==> src/tdsm_pkg.sv <==
package tdsm_pkg;

  // command codes
  localparam logic [2:0] OP_DEC   = 3'd0;
  localparam logic [2:0] OP_HEX   = 3'd1;
  localparam logic [2:0] OP_CHR   = 3'd2;
  localparam logic [2:0] OP_BLANK = 3'd3;
  localparam logic [2:0] OP_TICK  = 3'd4;

  // status codes
  localparam logic STATUS_OK  = 1'b0;
  localparam logic STATUS_REJ = 1'b1;

  // segment constants
  localparam logic [7:0] GLYPH_ZERO    = 8'b0011_1111;
  localparam logic [7:0] GLYPH_EIGHT   = 8'b0111_1111;
  localparam logic [7:0] GLYPH_MINUS   = 8'b0100_0000;
  localparam logic [7:0] GLYPH_FIVE    = 8'b0110_1101;
  localparam logic [7:0] GLYPH_BLANK   = 8'h00;
  localparam logic [7:0] BLANKED_FRAME = 8'hFF;
  localparam logic [3:0] NIBBLE_MASK   = 4'hF;

  // decimal range accepted by the show-decimal command
  localparam logic signed [7:0] DEC_MIN = -8'sd9;
  localparam logic signed [7:0] DEC_MAX = 8'sd99;

  // ascii codes that need special handling
  localparam logic [7:0] CHAR_NUL = 8'h00;

  // hex digit glyphs, lowercase b and d
  function automatic logic [7:0] hex_glyph(input logic [3:0] nib);
    logic [7:0] g;
    unique case (nib)
      4'h0: g = GLYPH_ZERO;
      4'h1: g = 8'h06;
      4'h2: g = 8'h5B;
      4'h3: g = 8'h4F;
      4'h4: g = 8'h66;
      4'h5: g = GLYPH_FIVE;
      4'h6: g = 8'h7D;
      4'h7: g = 8'h07;
      4'h8: g = GLYPH_EIGHT;
      4'h9: g = 8'h6F;
      4'hA: g = 8'h77;
      4'hB: g = 8'h7C;
      4'hC: g = 8'h39;
      4'hD: g = 8'h5E;
      4'hE: g = 8'h79;
      default: g = 8'h71;
    endcase
    return g;
  endfunction

  // ascii character to segment pattern, unmapped codes blank
  function automatic logic [7:0] char_glyph(input logic [7:0] code);
    logic [7:0] g;
    unique case (code) inside
      8'h30, 8'h4F:         g = GLYPH_ZERO;   // '0' 'O'
      8'h31:                g = 8'h06;
      8'h32:                g = 8'h5B;
      8'h33:                g = 8'h4F;
      8'h34:                g = 8'h66;
      8'h35, 8'h53, 8'h73:  g = GLYPH_FIVE;   // '5' 'S' 's'
      8'h36:                g = 8'h7D;
      8'h37:                g = 8'h07;
      8'h38:                g = GLYPH_EIGHT;
      8'h39:                g = 8'h6F;
      8'h41, 8'h61:         g = 8'h77;        // 'A' 'a'
      8'h62:                g = 8'h7C;        // 'b'
      8'h43:                g = 8'h39;        // 'C'
      8'h63:                g = 8'h58;        // 'c'
      8'h64:                g = 8'h5E;        // 'd'
      8'h45, 8'h65:         g = 8'h79;        // 'E' 'e'
      8'h46, 8'h66:         g = 8'h71;        // 'F' 'f'
      8'h48:                g = 8'h76;        // 'H'
      8'h68:                g = 8'h74;        // 'h'
      8'h4C, 8'h6C:         g = 8'h38;        // 'L' 'l'
      8'h6E:                g = 8'h54;        // 'n'
      8'h6F:                g = 8'h5C;        // 'o'
      8'h50, 8'h70:         g = 8'h73;        // 'P' 'p'
      8'h55:                g = 8'h3E;        // 'U'
      8'h75:                g = 8'h1C;        // 'u'
      8'h2D:                g = GLYPH_MINUS;  // '-'
      8'h5F:                g = 8'h08;        // '_'
      default:              g = GLYPH_BLANK;
    endcase
    return g;
  endfunction

endpackage

==> src/tdsm_if.sv <==
// command channel
interface tdsm_in_if;
  logic              valid;
  logic              ready;
  logic [2:0]        op;
  logic signed [7:0] number;
  logic [7:0]        hex_byte;
  logic [7:0]        first_char;
  logic [7:0]        second_char;

  modport source (output valid, output op, output number, output hex_byte,
                  output first_char, output second_char, input ready);
  modport sink   (input valid, input op, input number, input hex_byte,
                  input first_char, input second_char, output ready);
endinterface

// result channel
interface tdsm_out_if;
  logic       valid;
  logic       ready;
  logic       status;
  logic       frame_valid;
  logic [7:0] frame;

  modport source (output valid, output status, output frame_valid, output frame,
                  input ready);
  modport sink   (input valid, input status, input frame_valid, input frame,
                  output ready);
endinterface

==> src/two_digit_seven_segment_mux_core.sv <==
// two-digit multiplexed seven-segment driver
// each accepted command word yields its result word in the result register on the next cycle
// throughput: one word per cycle, set by the single result register; a new
// word is taken while the result register is empty or being drained
// reset: synchronous active-low rst_n clears the digit patterns to blank,
// turns the display off, selects the left digit and empties the result register
module two_digit_seven_segment_mux_core (
  input  logic        clk,
  input  logic        rst_n,
  tdsm_in_if.sink     in_ch,
  tdsm_out_if.source  out_ch
);
  import tdsm_pkg::*;

  // display state
  logic [7:0] pat_r [2];
  logic [7:0] pat_nxt [2];
  logic       disp_on_r, disp_on_nxt;
  logic       act_r, act_nxt;

  // result register
  logic       out_valid_r, out_valid_nxt;
  logic       status_r, status_nxt;
  logic       fvalid_r, fvalid_nxt;
  logic [7:0] frame_r, frame_nxt;

  logic       accept;
  logic       in_range;
  logic [6:0] mag;
  logic [14:0] tens_prod;
  logic [3:0] tens;
  logic [3:0] ones;
  logic       show_right;
  logic [7:0] shown;

  // take a new word whenever the result register is free or draining
  assign in_ch.ready = !out_valid_r || out_ch.ready;
  assign accept      = in_ch.valid && in_ch.ready;

  // decimal split: magnitude, tens by reciprocal multiply, ones by remainder
  assign in_range  = (in_ch.number >= DEC_MIN) && (in_ch.number <= DEC_MAX);
  assign mag       = in_ch.number[7] ? 7'(-in_ch.number) : in_ch.number[6:0];
  assign tens_prod = {8'd0, mag} * 15'd205;
  assign tens      = tens_prod[14:11];
  assign ones      = 4'(mag - 7'(tens) * 7'd10);

  // refresh frame selects the toggled digit
  assign show_right = ~act_r;
  assign shown      = pat_r[show_right];

  // command decode
  always_comb begin
    pat_nxt       = pat_r;
    disp_on_nxt   = disp_on_r;
    act_nxt       = act_r;
    out_valid_nxt = out_valid_r && !out_ch.ready;
    status_nxt    = status_r;
    fvalid_nxt    = fvalid_r;
    frame_nxt     = frame_r;
    if (accept) begin
      out_valid_nxt = 1'b1;
      status_nxt    = STATUS_OK;
      fvalid_nxt    = 1'b0;
      frame_nxt     = 8'h00;
      unique case (in_ch.op)
        OP_DEC: begin
          if (!in_range) begin
            status_nxt = STATUS_REJ;
          end else if (in_ch.number[7]) begin
            pat_nxt[0]  = GLYPH_MINUS;
            pat_nxt[1]  = hex_glyph(ones);
            disp_on_nxt = 1'b1;
          end else begin
            pat_nxt[0]  = (tens == 4'd0) ? GLYPH_BLANK : hex_glyph(tens);
            pat_nxt[1]  = hex_glyph(ones);
            disp_on_nxt = 1'b1;
          end
        end
        OP_HEX: begin
          pat_nxt[0]  = hex_glyph(in_ch.hex_byte[7:4] & NIBBLE_MASK);
          pat_nxt[1]  = hex_glyph(in_ch.hex_byte[3:0] & NIBBLE_MASK);
          disp_on_nxt = 1'b1;
        end
        OP_CHR: begin
          if (in_ch.first_char == CHAR_NUL) begin
            status_nxt = STATUS_REJ;
          end else begin
            pat_nxt[0]  = char_glyph(in_ch.first_char);
            pat_nxt[1]  = (in_ch.second_char != CHAR_NUL) ?
                          char_glyph(in_ch.second_char) : GLYPH_BLANK;
            disp_on_nxt = 1'b1;
          end
        end
        OP_BLANK: begin
          disp_on_nxt = 1'b0;
        end
        OP_TICK: begin
          fvalid_nxt = 1'b1;
          if (!disp_on_r) begin
            frame_nxt = BLANKED_FRAME;
          end else begin
            act_nxt   = show_right;
            frame_nxt = {show_right, ~shown[6:0]};
          end
        end
        default: begin
          status_nxt = STATUS_REJ;
        end
      endcase
    end
  end

  // state and result registers
  always_ff @(posedge clk) begin
    if (!rst_n) begin
      pat_r[0]    <= GLYPH_BLANK;
      pat_r[1]    <= GLYPH_BLANK;
      disp_on_r   <= 1'b0;
      act_r       <= 1'b0;
      out_valid_r <= 1'b0;
    end else begin
      pat_r       <= pat_nxt;
      disp_on_r   <= disp_on_nxt;
      act_r       <= act_nxt;
      out_valid_r <= out_valid_nxt;
    end
  end

  // result payload
  always_ff @(posedge clk) begin
    status_r <= status_nxt;
    fvalid_r <= fvalid_nxt;
    frame_r  <= frame_nxt;
  end

  assign out_ch.valid       = out_valid_r;
  assign out_ch.status      = status_r;
  assign out_ch.frame_valid = fvalid_r;
  assign out_ch.frame       = frame_r;

endmodule
==> src/flat_wrapper.sv <==
// flat-port wrapper written by rule: the top's interface ports become plain ports
module two_digit_seven_segment_mux_core_flat import tdsm_pkg::*;
  (clk, rst_n, in_ch_valid, in_ch_op, in_ch_number, in_ch_hex_byte, in_ch_first_char, in_ch_second_char, in_ch_ready, out_ch_valid, out_ch_status, out_ch_frame_valid, out_ch_frame, out_ch_ready);
  tdsm_in_if in_ch_i ();
  tdsm_out_if out_ch_i ();
  input  logic clk;
  input  logic rst_n;
  input wire logic [$bits(in_ch_i.valid)-1:0] in_ch_valid;
  input wire logic [$bits(in_ch_i.op)-1:0] in_ch_op;
  input wire logic [$bits(in_ch_i.number)-1:0] in_ch_number;
  input wire logic [$bits(in_ch_i.hex_byte)-1:0] in_ch_hex_byte;
  input wire logic [$bits(in_ch_i.first_char)-1:0] in_ch_first_char;
  input wire logic [$bits(in_ch_i.second_char)-1:0] in_ch_second_char;
  output wire logic [$bits(in_ch_i.ready)-1:0] in_ch_ready;
  output wire logic [$bits(out_ch_i.valid)-1:0] out_ch_valid;
  output wire logic [$bits(out_ch_i.status)-1:0] out_ch_status;
  output wire logic [$bits(out_ch_i.frame_valid)-1:0] out_ch_frame_valid;
  output wire logic [$bits(out_ch_i.frame)-1:0] out_ch_frame;
  input wire logic [$bits(out_ch_i.ready)-1:0] out_ch_ready;
  assign in_ch_i.valid = in_ch_valid;
  assign in_ch_i.op = in_ch_op;
  assign in_ch_i.number = in_ch_number;
  assign in_ch_i.hex_byte = in_ch_hex_byte;
  assign in_ch_i.first_char = in_ch_first_char;
  assign in_ch_i.second_char = in_ch_second_char;
  assign in_ch_ready = in_ch_i.ready;
  assign out_ch_valid = out_ch_i.valid;
  assign out_ch_status = out_ch_i.status;
  assign out_ch_frame_valid = out_ch_i.frame_valid;
  assign out_ch_frame = out_ch_i.frame;
  assign out_ch_i.ready = out_ch_ready;
  two_digit_seven_segment_mux_core u_core (.clk(clk), .rst_n(rst_n), .in_ch(in_ch_i), .out_ch(out_ch_i));
endmodule
==> config.mk <==
export PLATFORM = sky130hd
export DESIGN_NAME = two_digit_seven_segment_mux_core_flat
export DESIGN_NICKNAME = d
export VERILOG_FILES = /design/src/tdsm_pkg.sv /design/src/tdsm_if.sv /design/src/two_digit_seven_segment_mux_core.sv /design/src/flat_wrapper.sv
export SDC_FILE = /design/constraint.sdc
export NUM_CORES = 1
export LEC_CHECK = 0
export BUFFER_PORTS_ARGS = -buffer_cell sky130_fd_sc_hd__buf_2
export CORE_MARGIN = 5
export CORE_UTILIZATION = 60
export DETAILED_ROUTE_END_ITERATION = 8
export PLACE_DENSITY = 0.86
export SLEW_MARGIN = 0
export SYNTH_ARGS = -nofsm -noshare
export SYNTH_HDL_FRONTEND = slang
export SYNTH_SLANG_ARGS = --single-unit
==> constraint.sdc <==
create_clock -name clk -period 6.81 [get_ports clk]
set_input_delay 0.3405 -clock clk [delete_from_list [all_inputs] [get_ports clk]]
set_output_delay 0.3405 -clock clk [all_outputs]
set_load 0.02 [all_outputs]
==> results of run 1 <==
repair_timing:
| item | CTS | global route |
|---|---|---|
| buffers inserted | 0 | 0 |
| resized for setup | 0 | 1 |
| setup endpoints to repair | 0 | 7 |
state kept, by name, summed over array words and instances, names as in the netlist:
| signal | flops |
|---|---|
| u_core.out_ch.status | 1 |
| u_core.disp_on_r | 1 |
| u_core.pat_r | 14 |
| u_core.out_ch.valid | 1 |
| u_core.out_ch.frame | 8 |
| u_core.act_r | 1 |
| u_core.out_ch.frame_valid | 1 |
critical path, stage by stage:
cell and delay [ns]:
buf_2 0.18, inv_1 0.10, ha_1 0.24, and2b_1 0.24, xnor2_2 0.28, inv_1 0.12, ha_1 0.33, fa_1 0.40
fa_1 0.47, ha_1 0.31, ha_1 0.33, a2111oi_0 0.42, o21ai_1 0.17, a32o_1 0.24, xnor2_1 0.18, inv_1 0.10
fa_1 0.42, xnor2_1 0.20, xnor2_1 0.16, xnor2_1 0.12, xnor2_2 0.52, and3b_1 0.29, nor4_1 0.07, o221a_1 0.25
cell usage after synthesis (14+ instances only):
master and n:
nand2b_1 17, inv_1 40, nand2_1 60, a21oi_1 48, a31oi_1 16, ha_1 55, nor3_1 28, o21ai_0 50
dfxtp_1 17, clkbuf_1 40, nor2_1 52, nand3_1 14
cell type report:
class | instances | area (um2) | share of cell area
multi-input cells | 551 | 4014 | 0.7634
flip-flops and latches | 27 | 640.6 | 0.1218
repair buffers | 53 | 272.8 | 0.05188
inverters | 40 | 150.1 | 0.02856
well taps | 105 | 131.4 | 0.02499
clock buffers | 3 | 41.29 | 0.007853
clock inverters | 1 | 7.507 | 0.001428
kinds of logic (layout without fill, tap and decap cells):
family / count (synthesis) / after routing / synth area share
xor gates and xnor gates: 20 / 20 / 0.04882
adders and majority gates: 64 / 64 / 0.1746
AOI/OAI and AO/OA: 207 / 207 / 0.2823
DFF: 27 / 27 / 0.1288
muxes: 23 / 23 / 0.05435
buffers and inverters: 86 / 97 / 0.06542
and+or+nand+nor: 237 / 237 / 0.2456
final timing paths:
kind                            slack [ns]                  end  depth (start not counted)
worst min register to register        0.55  u_core.out_ch.valid                          2
worst max-delay path                  0.50      u_core.pat_r[0]                         24
worst min-delay path                  0.31  u_core.out_ch.valid                          3
worst max register to register        4.69      u_core.pat_r[0]                          6
metal layers:
layer	part of all wire	vias to the layer above
met5	0	-
met4	0.020	0
met3	0.079	30
met2	0.47	282
met1	0.43	2419
li1	-	2483
stage by stage:
step,hold WS (ns),setup TNS [ns],utilization
floorplan,0.4788,0,-
global placement,0.5103,0,0.6394
detailed placement,0.5336,-0.05051,0.6394
CTS,0.3186,0,0.6454
global route,0.3343,0,0.6464
finish,0.3131,0,0.6464
power groups by stage:
stage | logic [mW] | clock network [mW] | registers (mW)
global placement | 1.35 | 0 | 0.192
detailed placement | 1.43 | 0 | 0.193
global route | 1.63 | 0.101 | 0.191
finish | 1.49 | 0.0950 | 0.190
CTS | 1.44 | 0.0943 | 0.189
floorplan | 1.14 | 0 | 0.194
==> reports/metrics.yaml, run 1 <==
syn_nets: 767
min_from: "in_ch_valid"
fill_cells: 711
track_usage: 0.2535
clk_path_buf_depth: 2
first_pass_iters: 6
synth_cells: 664
skew_ns: 0.002482
first_iter_violations: 354
cts-root-buf: "clkbuf_8"
grt_pass1_wl_um: 21730
met2_usage: 0.4268
clk_pin_slew_ns: 0.10
n_antenna_cell: 0
hp-class: "in2reg"
grt_use_met1: 0.3491
place_area_um2: 5201
fin_ws_ns: 0.4998
p_int_mw: 0.8307
clkPwrFrac: 0.054
critical_path_peak_fanout: 14
post-route-period-util: 0.9266
p_seq_frac: 0.107
layout-drive-gt1-share: 0.1422
finalInstanceArea_um2: 5258
ir_drop_uv: 321.7
final_common_cell: "nand2_1"
hold_buffers: 0
p_sw_mw: 0.9437
p_comb_frac: 0.840
critPathKind: "in2reg"
die_x_um: 101.0
startpoint: "in_ch_number[0]"
num_rows: 33
coreArea_um2: 8134
syn2layout_area_growth_pct: 5.737
gr-usage-met3: 0.02630
die_area_um2: 10210
wirelength_um: 13230
synthDistinctLibCells: 83
nets: 779
top_usage_layer: "met2"
synth-seq-cells: 27
setup_violations: 0
swShare: 0.5318
initial_core_util: 0.6113
clkSinkCount: 27
finalPower_mw: 1.774
ys_top_cells_by_area: "ha_1 14%, dfxtp_1 6.8%, edfxtp_1 6.0%"
synth-edff-count: 10
portBuffers: 50
dieHeight_um: 101.0
maxSlewHeadroom: 0.4030
cts_made_buffers: 3
ant_nets: 0
dp.cells: 776
synthFlopType: "dfxtp_1"
avgSynthCellArea_um2: 7.488
crit_arrival_ns: 6.49
synth.top_cell.area_share: 0.1384
wl_per_cell_um: 16.96
hpwl_um: 10210
crit_required_ns: 6.99
slew_viol_final: 0
ys_seq_area_frac: 0.1288
status: "complete, no violations"
grt_pass1_vias: 4671
viasPerCell: 6.685
startpoint_type: "primary input"
setup.worst_path.end_class: "register"
drc: 0
synth_warnings: 0
grt_max_degree: 30
p_leak_nw: 2.225
min_period_ns: 6.310
overflow: 0
tightest_slew_ns: 0.8955
io_pins: 51
synthArstFlopShare: 0
grt_antenna_before_repair: 0
hold_violations: 0
finalNonFillerCells: 780
yosys.area.top_type: "ha_1"
drv_cap: 0
r2r_start: "u_core.out_ch.valid"
cellPowerDensity_nw_per_um2: 337.5
clock.fmax_mhz: 158.5
pre_cts_slack_ns: -0.02957
mappedNetlistArea_um2: 4972
rsz0062_at_grt: "false"
clk_latency_ns: 0.28
final_cell_mix: "60 x nand2_1, 55 x ha_1, 52 x nor2_1"
vias: 5214
cts_tree: "done"
h-tree-depth: 1
gp_congestion: 0.9386
Note: power is estimated with default switching activity, not from simulation.
==> run 2: changes to the inputs <==
CELL_PAD_IN_SITES_DETAIL_PLACEMENT = 1   (was not set)
CELL_PAD_IN_SITES_GLOBAL_PLACEMENT = 1   (was not set)
CORE_UTILIZATION = 45   (was 60)
PLACE_DENSITY = 0.87   (was 0.86)
SLEW_MARGIN = 20   (was 0)
==> run 2 against run 1 <==
Clock power about the same. Combinational power up 9%. Critical path type unchanged. Sequential power about the same. Global-route usage down 2.2 points. Total power up 8.1%. Core utilization down 16 points. Clock skew down 0.0014 ns. Largest power group unchanged. Via count down 0.59%. Cell count up 4.5%. Register-to-register slack worse by 0.07 ns. Wire length up 19%.
==> reports/metrics.yaml, run 2 (same netlist as run 1, synthesis figures left out) <==
wl_per_cell_um: 19.33  # was 16.96 um
vias: 5183  # was 5214
ir_drop_uv: 306.6  # was 321.7 uV
rr_worst_depth: 7  # was 6
clock.fmax_mhz: 154.8  # was 158.5 MHz
io_pins: 51  # unchanged
clk_latency_ns: 0.28  # about the same
post-route-period-util: 0.9485  # was 0.9266
wirelength_um: 15750  # was 13230 um
hpwl_um: 12300  # was 10210 um
maxSlewHeadroom: 0.3951  # was 0.4030
tightest_slew_ns: 0.9074  # was 0.8955 ns
hp-class: "in2reg"  # unchanged
first_pass_iters: 4  # was 6
grt_max_degree: 30  # unchanged
hold_violations: 0  # unchanged
startpoint_type: "primary input"  # unchanged
min_path_cells: 3  # unchanged
ant_nets: 0  # unchanged
setup.worst_path.end_class: "register"  # unchanged
clk_pin_slew_ns: 0.10  # about the same
crit_required_ns: 7.01  # was 6.99 ns
setup_violations: 0  # unchanged
slew_viol_final: 0  # unchanged
status: "complete, no violations"  # unchanged
worstReg2RegEnd: "u_core.pat_r[3]"  # was u_core.pat_r[0]
n_antenna_cell: 0  # unchanged
pre_cts_slack_ns: -0.1761  # was -0.02957 ns
cpPeakStageDelay_ns: 0.51  # was 0.52 ns
fill_cells: 1385  # was 711
drc: 0  # unchanged
regMostFlops: "u_core.pat_r"  # unchanged
layout-drive-gt1-share: 0.1437  # was 0.1422
critical_path_peak_fanout: 14  # unchanged
seq_area_um2: 640.6  # unchanged
clkSinkCount: 27  # unchanged
cts-root-buf: "clkbuf_8"  # unchanged
cts_made_buffers: 3  # unchanged
die_x_um: 115.1  # was 101.0 um
dieHeight_um: 115.1  # was 101.0 um
cellPowerDensity_nw_per_um2: 360.5  # was 337.5 nW/um2
grt_pass1_vias: 5263  # was 4671
place_area_um2: 5245  # was 5201 um2
initial_core_util: 0.4587  # was 0.6113
hold_buffers: 0  # unchanged
grt_pass1_wl_um: 25700  # was 21730 um
path_common_cell: "ha_1"
cpMaxStageDelayCell: "fa_1"  # was xnor2_2
ff2ff_setup_slack_ns: 4.62  # was 4.69 ns
gp_congestion: 0.9391  # was 0.9386
overflow: 0  # unchanged
viasPerCell: 6.360  # was 6.685
final_cell_mix: "60 x nand2_1, 55 x ha_1, 52 x nor2_1"  # unchanged
grt_use_met1: 0.3030  # was 0.3491
portBuffers: 50  # unchanged
clk_path_buf_depth: 2  # unchanged
crit_arrival_ns: 6.66  # was 6.49 ns
min_from: "in_ch_valid"  # unchanged
multiInputGateArea_um2: 4033  # was 4014 um2
critPathKind: "in2reg"  # unchanged
grt_antenna_before_repair: 0  # unchanged
post_cts_buffers: 0  # unchanged
coreArea_um2: 10840  # was 8134 um2
largest_reg_flops: 14  # unchanged
fin_ws_ns: 0.3507  # was 0.4998 ns
p_leak_nw: 2.231  # was 2.225 nW
finalInstanceArea_um2: 5320  # was 5258 um2
fin_tns_setup_ns: 0  # unchanged
cts_tree: "done"  # unchanged
num_rows: 38  # was 33
met2_usage: 0.4105  # was 0.4268
drv_cap: 0  # unchanged
holdPathEnd: "u_core.out_ch.valid"  # unchanged
skew_ns: 0.001066  # was 0.002482 ns
cts_resized: 0  # unchanged
r2r_start: "u_core.out_ch.valid"  # unchanged
die_area_um2: 13250  # was 10210 um2
hold-worst-slack_ns: 0.3378  # was 0.3131 ns
final_common_cell: "nand2_1"  # unchanged
h-tree-depth: 1  # unchanged
finalPower_mw: 1.918  # was 1.774 mW
fin_util: 0.4908  # was 0.6464
syn2layout_area_growth_pct: 6.995  # was 5.737%
first_iter_violations: 361  # was 354
top_usage_layer: "met2"  # unchanged
finalNonFillerCells: 815  # was 780
gr-usage-met3: 0.02474  # was 0.02630
track_usage: 0.2313  # was 0.2535
dp.cells: 811  # was 776
nets: 779  # unchanged
min_period_ns: 6.459  # was 6.310 ns
==> run 2: how the worst max path moves through the flow <==
stage / start / cells past startpoint / endpoint / slack (ns)
final: in_ch_number[0] / 26 / u_core.pat_r[1] / 0.35
after floorplan: in_ch_number[0] / 25 / u_core.pat_r[1] / 0.61
after global placement: in_ch_number[0] / 24 / u_core.pat_r[0] / 0.24
after CTS: in_ch_number[0] / 26 / u_core.pat_r[0] / 0.04
after detailed placement: in_ch_number[0] / 27 / u_core.pat_r[0] / -0.18
after global routing: in_ch_number[0] / 27 / u_core.pat_r[0] / -0.06
==> run 2: cell type report <==
cell class                      count  share of cell area
Clock inverter                      1            0.001411
Timing Repair Buffer               53             0.05127
Tap cell                          140             0.03293
Multi-Input combinational cell    551              0.7580
Clock buffer                        3            0.007761
Sequential cell                    27              0.1204
Inverter                           40             0.02822
==> run 2: worst max-delay path, delay by kind of cell <==
kind,cells,cell delay [ns]
AO/OA/AOI/OAI,6,1.07
multiplexers,1,0.27
buffers and inverters,4,0.44
adder cells (fa/ha/maj),8,2.87
XOR/XNOR,6,1.48
AND/OR/NAND/NOR,1,0.17
==> run 2: where the power goes <==
group	internal [mW]	total (mW)	switching (mW)
registers	0.181	0.190	0.00850
logic	0.654	1.63	0.980
clock network	0.0416	0.0948	0.0532
total	0.877	1.92	1.04
==> run 2: per-layer routing <==
metal  vias to the layer above  wire length [um]
met5                         -                 0
met2                       137              7747
li1                       2475                 -
met3                        27               752
met1                      2544              6946
met4                         0               308
